$ cat src/vli_pkg.sv
package vli_pkg;

    // Field widths fixed by the stream format
    localparam int COORD_W     = 16;
    localparam int LENGTH_W    = 16;
    localparam int S_DATA_W    = 2 * COORD_W;
    localparam int M_DATA_W    = LENGTH_W;

    // Default component width actually used for the arithmetic
    localparam int COORD_BITS_DEF = 16;

    // Largest length that can come out: floor(sqrt(2^31))
    localparam logic [LENGTH_W-1:0] LENGTH_MAX = 16'd46340;

endpackage

$ cat src/vli_square.sv
module vli_square
    import vli_pkg::*;
#(
    parameter int COORD_BITS = COORD_BITS_DEF
) (
    input  logic                      aclk,
    input  logic                      aresetn,
    input  logic                      advance,
    input  logic                      in_valid,
    input  logic [COORD_W-1:0]        vec_x,
    input  logic [COORD_W-1:0]        vec_y,
    output logic                      sum_valid,
    output logic [2*COORD_BITS-1:0]   sum
);

    localparam int RAD_W = 2 * COORD_BITS;

    logic [COORD_BITS-1:0] mag_x;
    logic [COORD_BITS-1:0] mag_y;
    logic [RAD_W-1:0]      sq_x_reg;
    logic [RAD_W-1:0]      sq_y_reg;
    logic                  sq_valid_reg;
    logic [RAD_W-1:0]      sum_reg;
    logic                  sum_valid_reg;

    // Magnitudes of the low COORD_BITS bits taken as two's complement;
    // the most negative value maps to 2^(COORD_BITS-1), which still fits
    assign mag_x = vec_x[COORD_BITS-1] ? (~vec_x[COORD_BITS-1:0] + 1'b1)
                                       : vec_x[COORD_BITS-1:0];
    assign mag_y = vec_y[COORD_BITS-1] ? (~vec_y[COORD_BITS-1:0] + 1'b1)
                                       : vec_y[COORD_BITS-1:0];

    // Squares, registered
    always_ff @(posedge aclk) begin
        if (advance) begin
            sq_x_reg <= RAD_W'(mag_x) * RAD_W'(mag_x);
            sq_y_reg <= RAD_W'(mag_y) * RAD_W'(mag_y);
        end
    end

    // Radicand, registered
    always_ff @(posedge aclk) begin
        if (advance) begin
            sum_reg <= sq_x_reg + sq_y_reg;
        end
    end

    // Valid flags of both stages
    always_ff @(posedge aclk) begin
        if (!aresetn) begin
            sq_valid_reg  <= 1'b0;
            sum_valid_reg <= 1'b0;
        end else if (advance) begin
            sq_valid_reg  <= in_valid;
            sum_valid_reg <= sq_valid_reg;
        end
    end

    assign sum       = sum_reg;
    assign sum_valid = sum_valid_reg;

endmodule

$ cat src/vli_cell.sv
module vli_cell
    import vli_pkg::*;
#(
    parameter int RAD_W   = 2 * COORD_BITS_DEF,
    parameter int BIT_POS = 2 * COORD_BITS_DEF - 2
) (
    input  logic             aclk,
    input  logic             aresetn,
    input  logic             advance,
    input  logic             in_valid,
    input  logic [RAD_W-1:0] in_rad,
    input  logic [RAD_W-1:0] in_res,
    output logic             out_valid,
    output logic [RAD_W-1:0] out_rad,
    output logic [RAD_W-1:0] out_res
);

    localparam logic [RAD_W-1:0] STEP_BIT = RAD_W'(1) << BIT_POS;

    logic [RAD_W-1:0] trial;
    logic [RAD_W:0]   diff;
    logic             fits;
    logic [RAD_W-1:0] rad_next;
    logic [RAD_W-1:0] res_next;
    logic             valid_reg;
    logic [RAD_W-1:0] rad_reg;
    logic [RAD_W-1:0] res_reg;

    // One restoring step: subtract the trial value if it fits
    assign trial    = in_res + STEP_BIT;
    assign diff     = {1'b0, in_rad} - {1'b0, trial};
    assign fits     = !diff[RAD_W];
    assign rad_next = fits ? diff[RAD_W-1:0] : in_rad;
    assign res_next = fits ? ((in_res >> 1) + STEP_BIT) : (in_res >> 1);

    always_ff @(posedge aclk) begin
        if (advance) begin
            rad_reg <= rad_next;
            res_reg <= res_next;
        end
    end

    always_ff @(posedge aclk) begin
        if (!aresetn) begin
            valid_reg <= 1'b0;
        end else if (advance) begin
            valid_reg <= in_valid;
        end
    end

    assign out_valid = valid_reg;
    assign out_rad   = rad_reg;
    assign out_res   = res_reg;

endmodule

$ cat src/vector_length_isqrt.sv
// Integer length of a signed 2-D vector, floor(sqrt(x*x + y*y)).
// Pipeline: two squaring/sum stages, then one cell per result bit.
// Throughput: one request per cycle unless the output is held; every stage holds while a
// result waits at the output, so the pipeline depth sets latency and not rate.
// Reset (aresetn low, synchronous) clears all valid flags; data registers keep their contents.
module vector_length_isqrt
    import vli_pkg::*;
#(
    parameter int COORD_BITS = COORD_BITS_DEF
) (
    input  logic                aclk,
    input  logic                aresetn,
    input  logic                s_tvalid,
    output logic                s_tready,
    input  logic [S_DATA_W-1:0] s_tdata,   // vec_x [15:0], vec_y [31:16]
    output logic                m_tvalid,
    input  logic                m_tready,
    output logic [M_DATA_W-1:0] m_tdata    // length [15:0]
);

    localparam int RAD_W = 2 * COORD_BITS;

    logic             advance;
    logic             chain_valid [0:COORD_BITS];
    logic [RAD_W-1:0] chain_rad   [0:COORD_BITS];
    logic [RAD_W-1:0] chain_res   [0:COORD_BITS];

    // The whole chain moves together unless the output is held
    assign advance  = !m_tvalid || m_tready;
    assign s_tready = advance;

    // Magnitudes, squares and radicand
    vli_square #(
        .COORD_BITS (COORD_BITS)
    ) u_square (
        .aclk      (aclk),
        .aresetn   (aresetn),
        .advance   (advance),
        .in_valid  (s_tvalid),
        .vec_x     (s_tdata[COORD_W-1:0]),
        .vec_y     (s_tdata[2*COORD_W-1:COORD_W]),
        .sum_valid (chain_valid[0]),
        .sum       (chain_rad[0])
    );

    assign chain_res[0] = '0;

    // Row of root cells, one result bit each, highest power of four first
    for (genvar i = 0; i < COORD_BITS; i++) begin : g_cell
        vli_cell #(
            .RAD_W   (RAD_W),
            .BIT_POS (RAD_W - 2 - 2 * i)
        ) u_cell (
            .aclk      (aclk),
            .aresetn   (aresetn),
            .advance   (advance),
            .in_valid  (chain_valid[i]),
            .in_rad    (chain_rad[i]),
            .in_res    (chain_res[i]),
            .out_valid (chain_valid[i+1]),
            .out_rad   (chain_rad[i+1]),
            .out_res   (chain_res[i+1])
        );
    end

    // Last cell register is the output register
    assign m_tvalid = chain_valid[COORD_BITS];
    assign m_tdata  = M_DATA_W'(chain_res[COORD_BITS][COORD_BITS-1:0]);

endmodule

$ cat config.mk
export PLATFORM = sky130hd
export DESIGN_NAME = vector_length_isqrt
export DESIGN_NICKNAME = d
export VERILOG_FILES = /design/src/vli_pkg.sv /design/src/vli_square.sv /design/src/vli_cell.sv /design/src/vector_length_isqrt.sv
export SDC_FILE = /design/constraint.sdc
export NUM_CORES = 2
export LEC_CHECK = 0
export BUFFER_PORTS_ARGS = -buffer_cell sky130_fd_sc_hd__buf_2
export CAP_MARGIN = 20
export CORE_MARGIN = 2
export CORE_UTILIZATION = 55
export CTS_CLUSTER_SIZE = 12
export DETAILED_ROUTE_END_ITERATION = 6
export PLACE_DENSITY = 0.84
export SETUP_SLACK_MARGIN = 0.5
export SLEW_MARGIN = 0
export SYNTH_ARGS = -nofsm -noshare
export SYNTH_HDL_FRONTEND = slang
export SYNTH_SLANG_ARGS = --single-unit
$ cat constraint.sdc
create_clock -name aclk -period 23 [get_ports aclk]
set_clock_uncertainty 0.1 [all_clocks]
set_input_delay 2.3 -clock aclk [delete_from_list [all_inputs] [get_ports aclk]]
set_output_delay 2.3 -clock aclk [all_outputs]
set_load 0.005 [all_outputs]
* Word-level counts from Yosys, hierarchy flattened
Index checks and enable logic that the tools add are counted.
** Storage, ports and cells
- Register bits :: 1090
- Input port bits :: 36
- Output and inout bits :: 18
- Logic and storage cells :: 154
** Cells by class
- Add/subtract/negate cells :: 49
- Multipliers :: 2
- Multiplexer cells :: 33
- Bitwise gates (word level) :: 2
- Reductions and logical operators :: 2
** Operators with widths (count)
- $sub 32x32->33 :: 15
- $mux 32 :: 15
- $mux 31 :: 15
- $mul 16x16->32 :: 2
- $add 16x1->16 const B :: 3
- $mux 16 :: 3
- $sub 32x31->33 const B :: 1
- $add 31x11->32 const B :: 1
- $add 31x13->32 const B :: 1
- $add 31x15->32 const B :: 1
- $add 31x17->32 const B :: 1
- $add 31x19->32 const B :: 1
- $add 31x21->32 const B :: 1
- $add 31x23->32 const B :: 1
- $add 31x25->32 const B :: 1
- $add 31x27->32 const B :: 1
- $add 31x29->32 const B :: 1
- $add 31x3->32 const B :: 1
- $add 31x5->32 const B :: 1
- $add 31x7->32 const B :: 1
- $add 31x9->32 const B :: 1
- $add 32x1->32 const B :: 1
- $add 32x11->32 const B :: 1
- $add 32x13->32 const B :: 1
- 16 further kinds :: 17

* Longest topological paths before layout
- Depth after elaboration :: 4
- Depth in mapped cells :: 31
- Gate-level depth less buffers :: 30

* By module
From an unflattened synthesis, not the netlist that was laid out.
** Second synthesis, totals
- Cell total of the unflattened synthesis :: 9708
- Area total of the unflattened synthesis :: 93851.3 um2
** By module, submodules not included
- vli_square :: instances 1, cells each 1955, area each 18754.2 um2, sequential area each 2862.7 um2
- vli_cell at g_cell[15].u_cell :: instances 1, cells each 564, area each 5212.5 um2, sequential area each 1941.9 um2
- vli_cell at g_cell[14].u_cell :: instances 1, cells each 547, area each 5043.6 um2, sequential area each 1941.9 um2
- vli_cell at g_cell[13].u_cell :: instances 1, cells each 531, area each 4997.3 um2, sequential area each 1941.9 um2
- vli_cell at g_cell[12].u_cell :: instances 1, cells each 537, area each 4966.0 um2, sequential area each 1941.9 um2
- vli_cell at g_cell[11].u_cell :: instances 1, cells each 526, area each 4893.4 um2, sequential area each 1941.9 um2
- vli_cell at g_cell[9].u_cell :: instances 1, cells each 502, area each 4790.8 um2, sequential area each 1941.9 um2
- vli_cell at g_cell[8].u_cell :: instances 1, cells each 502, area each 4789.6 um2, sequential area each 1941.9 um2
- vli_cell at g_cell[10].u_cell :: instances 1, cells each 508, area each 4783.3 um2, sequential area each 1941.9 um2
- vli_cell at g_cell[6].u_cell :: instances 1, cells each 486, area each 4695.8 um2, sequential area each 1941.9 um2
- vli_cell at g_cell[7].u_cell :: instances 1, cells each 448, area each 4508.1 um2, sequential area each 1941.9 um2
- vli_cell at g_cell[2].u_cell :: instances 1, cells each 450, area each 4465.5 um2, sequential area each 1941.9 um2
- vli_cell at g_cell[5].u_cell :: instances 1, cells each 444, area each 4455.5 um2, sequential area each 1941.9 um2
- vli_cell at g_cell[4].u_cell :: instances 1, cells each 453, area each 4450.5 um2, sequential area each 1941.9 um2
- +4 rows

* Least setup slack after synthesis
No wires, ideal clock.
- Path type :: input to output
- Start :: input port m_tready
- End :: output port s_tready
- Arrival time :: 21971 ps
- Required time :: 20600 ps
- Slack :: -1371 ps
- Stages on the path :: 4
- Path buffers :: 2
- Cells stage by stage :: nor2b_1 > clkbuf_1 > clkinv_1 > clkbuf_1
** On the way
- Cells in the longest elaborated chain, start to end :: 1
** RTL lines
- from (decl) :: line vector_length_isqrt.sv:17 : input logic m_tready,
- $logic_or 1x1->1 :: line vector_length_isqrt.sv:29 : assign advance = !m_tvalid || m_tready;
- to (decl) :: line vector_length_isqrt.sv:14 : output logic s_tready,
Every way passes these cells.

* Worst setup path after layout
- Start :: input port s_tdata[0]
- End :: register u_square.sq_x_reg[31] (data pin)
** On the way
- Cells in the longest elaborated chain, start to end :: 4
** RTL lines
- from (decl) :: line vector_length_isqrt.sv:15 : input logic [S_DATA_W-1:0] s_tdata,
- $not 16->16 :: line vli_square.sv:28 : assign mag_x = vec_x[COORD_BITS-1] ? (~vec_x[COORD_BITS-1:0] + 1'b1)
- $add 16x1->16 :: line vli_square.sv:28
- $mux 16 * :: line vli_square.sv:28
- $mul 16x16->32 * :: line vli_square.sv:36 : sq_x_reg <= RAD_W'(mag_x) * RAD_W'(mag_x);
- to (signal assigned) :: line vli_square.sv:36
- to (decl) :: line vli_square.sv:20 : logic [RAD_W-1:0] sq_x_reg;
Mark *: on every way between the ends. The rest lies on a longest branch, timed or not.
A chain may end at the register's enable or synchronous reset.

==> flow_metrics.tcl <==
set metrics [dict create \
    synth_cells 4105 \
    die_y_um 296 \
    place.gp.congestion 0.961 \
    ys_warn_count 0 \
    io_buffers 53 \
    area_growth_pct 8.38 \
    grt_pass1_vias 30800 \
    drive_gt1_frac 0.0525 \
    async_reset_ff_frac 0 \
    cp-end-kind "flip-flop" \
    wl_mm 91.0 \
    crit_path_start_kind "input port" \
    largest_register_ff_count 480 \
    yosys.area.top_type "edfxtp_1" \
    r2r-start "g_cell[12].u_cell.out_rad[24]" \
    crit_fanout 17 \
    seq_area_frac_synth 0.461 \
    grt_pass1_wl_mm 149 \
    drc 0 \
    antenna_found_initial 0 \
    cts_max_level 3 \
    drv_cap 0 \
    ctsHoldBuffers 0 \
    crit_arrival_ps 10750 \
    clk_pin_slew_worst_paths_ps 50 \
    final_max_slew_viol_count 0 \
    hold_class "reg -> reg" \
    relSlewSlack 0.181 \
    synthDistinctLibCells 91 \
    nNetsFinal 4932 \
    io_pins 54 \
    rsz0062_at_grt "false" \
    synth_top_area_frac 0.454 \
    post_cts_resized 0 \
    crit_type "in -> reg" \
    first_iter_violations 1803 \
    grt_usage 0.214 \
    detail_route.wl_per_cell_um 16.9 \
    synth_edf_count 710 \
    antennaDiodeCount 0 \
    dr_total_vias 29500 \
    multi_input_area_mm2 0.0224 \
    setup_viol 0 \
    core_area_mm2 0.0849 \
    critPathLaunch "s_tdata[0]" \
    tritoncts "built" \
    fill_cells 6524 \
    initial_core_util 0.554 \
    synth_common_cells "710 x edfxtp_1, 673 x inv_1, 363 x nand2_1" \
    finalCritPeriodShare 0.456 \
    ys_top_cells_by_area "edfxtp_1 45%, fa_1 14%, ha_1 9.5%" \
    grt_overflow_total 0 \
    holdCritStartpoint "g_cell[5].u_cell.out_rad[0]" \
    syn-cell-area_mm2 0.0470 \
    regArea_mm2 0.0217 \
    rows 107 \
    syn_area_per_cell_um2 11.4 \
    ys.flop_type "edfxtp_1" \
    dpl.hpwl_mm 68.9 \
    preCtsSetupSlack_ps 12000 \
    worst_pin_slew_ps 1230 \
    layout_min_cycle_time_ps 10480 \
    drtPass1Iterations 7 \
    place_area_mm2 0.0486 \
    root_buffer "clkbuf_16" \
    die_w_um 296 \
    cts.sinks 728 \
    antenna_left 0 \
    numCtsBuffers 76 \
    tns_ps 0 \
    hold_viol 0 \
    cp_data_required_time_ps 23270 \
    clock.fmax_ghz 0.0954 \
    outcome "finished, final reports clean" \
    cts_setup_buffers 0 \
    cts.path.max_buffers 3 \
    grt_max_degree 208 \
    synth.ff_latch_count 728 \
    routed_via_density 5.47 \
    final_area_mm2 0.0509 \
    clk-insertion-delay-late_ps 630 \
    setup_ws_ps 12520 \
    yosysMostFrequentCell "edfxtp_1" \
    die_area_mm2 0.0878 \
]
==> path summary, 6_finish.rpt <==
kind / end / slack [ps] / depth (start not counted)
worst max-delay path: u_square.sq_x_reg[31] / 12520 / 28
worst min-delay path: g_cell[6].u_cell.out_rad[0] / 310 / 0
worst max register to register: g_cell[13].u_cell.out_rad[25] / 19020 / 11
worst min register to register: g_cell[6].u_cell.out_rad[0] / 310 / 0
==> worst max-delay path, cell delays in order <==
cell and delay [ps]:
buf_2 130, inv_1 410, ha_1 270, nand3_1 90
or2_1 290, o41ai_4 580, xor2_1 630, inv_2 240
nand2_1 160, fa_1 450, inv_1 90, fa_1 440
fa_1 520, fa_1 520, fa_1 550, inv_1 60
fa_1 530, inv_1 40, ha_1 360, a21o_1 200
a21oi_1 200, nand2_1 70, nor3_1 340, nor3_1 130
a41oi_1 290, o31ai_1 180, or4_1 490, and3_1 180
==> cell type report <==
cell class,count,share of cell area
flip-flops and latches,728,0.426
multi-input cells,2631,0.440
repair buffers,78,0.00934
well taps,1144,0.0281
inverters,692,0.0512
clock buffers,94,0.0393
clock inverters,26,0.00595
==> placed cells by master, fill, tap and decap left out, types with 23 or more instances in the layout <==
cell	Yosys	final
a21o_1	59	59
xnor2_1	167	167
ha_1	357	357
buf_2	11	54
nand2b_1	51	51
conb_1	2	23
nand2_1	363	363
nor3_1	61	61
edfxtp_1	710	710
o21ai_0	158	158
or3_1	25	25
inv_1	673	673
o31ai_1	36	36
clkinv_1	13	24
xor2_1	129	129
fa_1	332	332
clkbuf_16	0	77
nor2_1	302	302
o21a_1	48	48
a21oi_1	158	158
nand3_1	45	45
a21boi_0	34	34
nor2b_1	32	32
==> cell families (layout without fill, tap and decap cells) <==
group / after synthesis / after routing / share of synthesized area
mux: 12 / 12 / 0.00277
fa+ha+maj: 689 / 689 / 0.237
flops: 728 / 728 / 0.461
xor+xnor: 297 / 297 / 0.0558
other cells: 2 / 23 / 0.000160
buf+inv: 767 / 890 / 0.0631
compound gates: 615 / 615 / 0.0830
simple gates: 995 / 995 / 0.0972
==> routing by layer <==
| metal | GRT usage | share of wire | up-vias |
|---|---|---|---|
| met5 | 0 | 0 | - |
| met4 | 0.122 | 0.061 | 0 |
| met3 | 0.0301 | 0.038 | 274 |
| met2 | 0.402 | 0.54 | 737 |
| met1 | 0.227 | 0.36 | 14400 |
| li1 | - | - | 14000 |
==> per-stage QoR <==
step / hold WS (ps) / utilization / cells
after floorplan: 300 / - / 4126
after detailed placement: 305 / 0.573 / 5272
final: 307 / 0.600 / 5393
after global placement: 300 / 0.573 / 5272
after CTS: 310 / 0.600 / 5392
after global routing: 309 / 0.600 / 5393
Power is left out: the tool's default activity adds up to more than one toggle a clock period on the data nets, which glitch-free logic cannot reach.
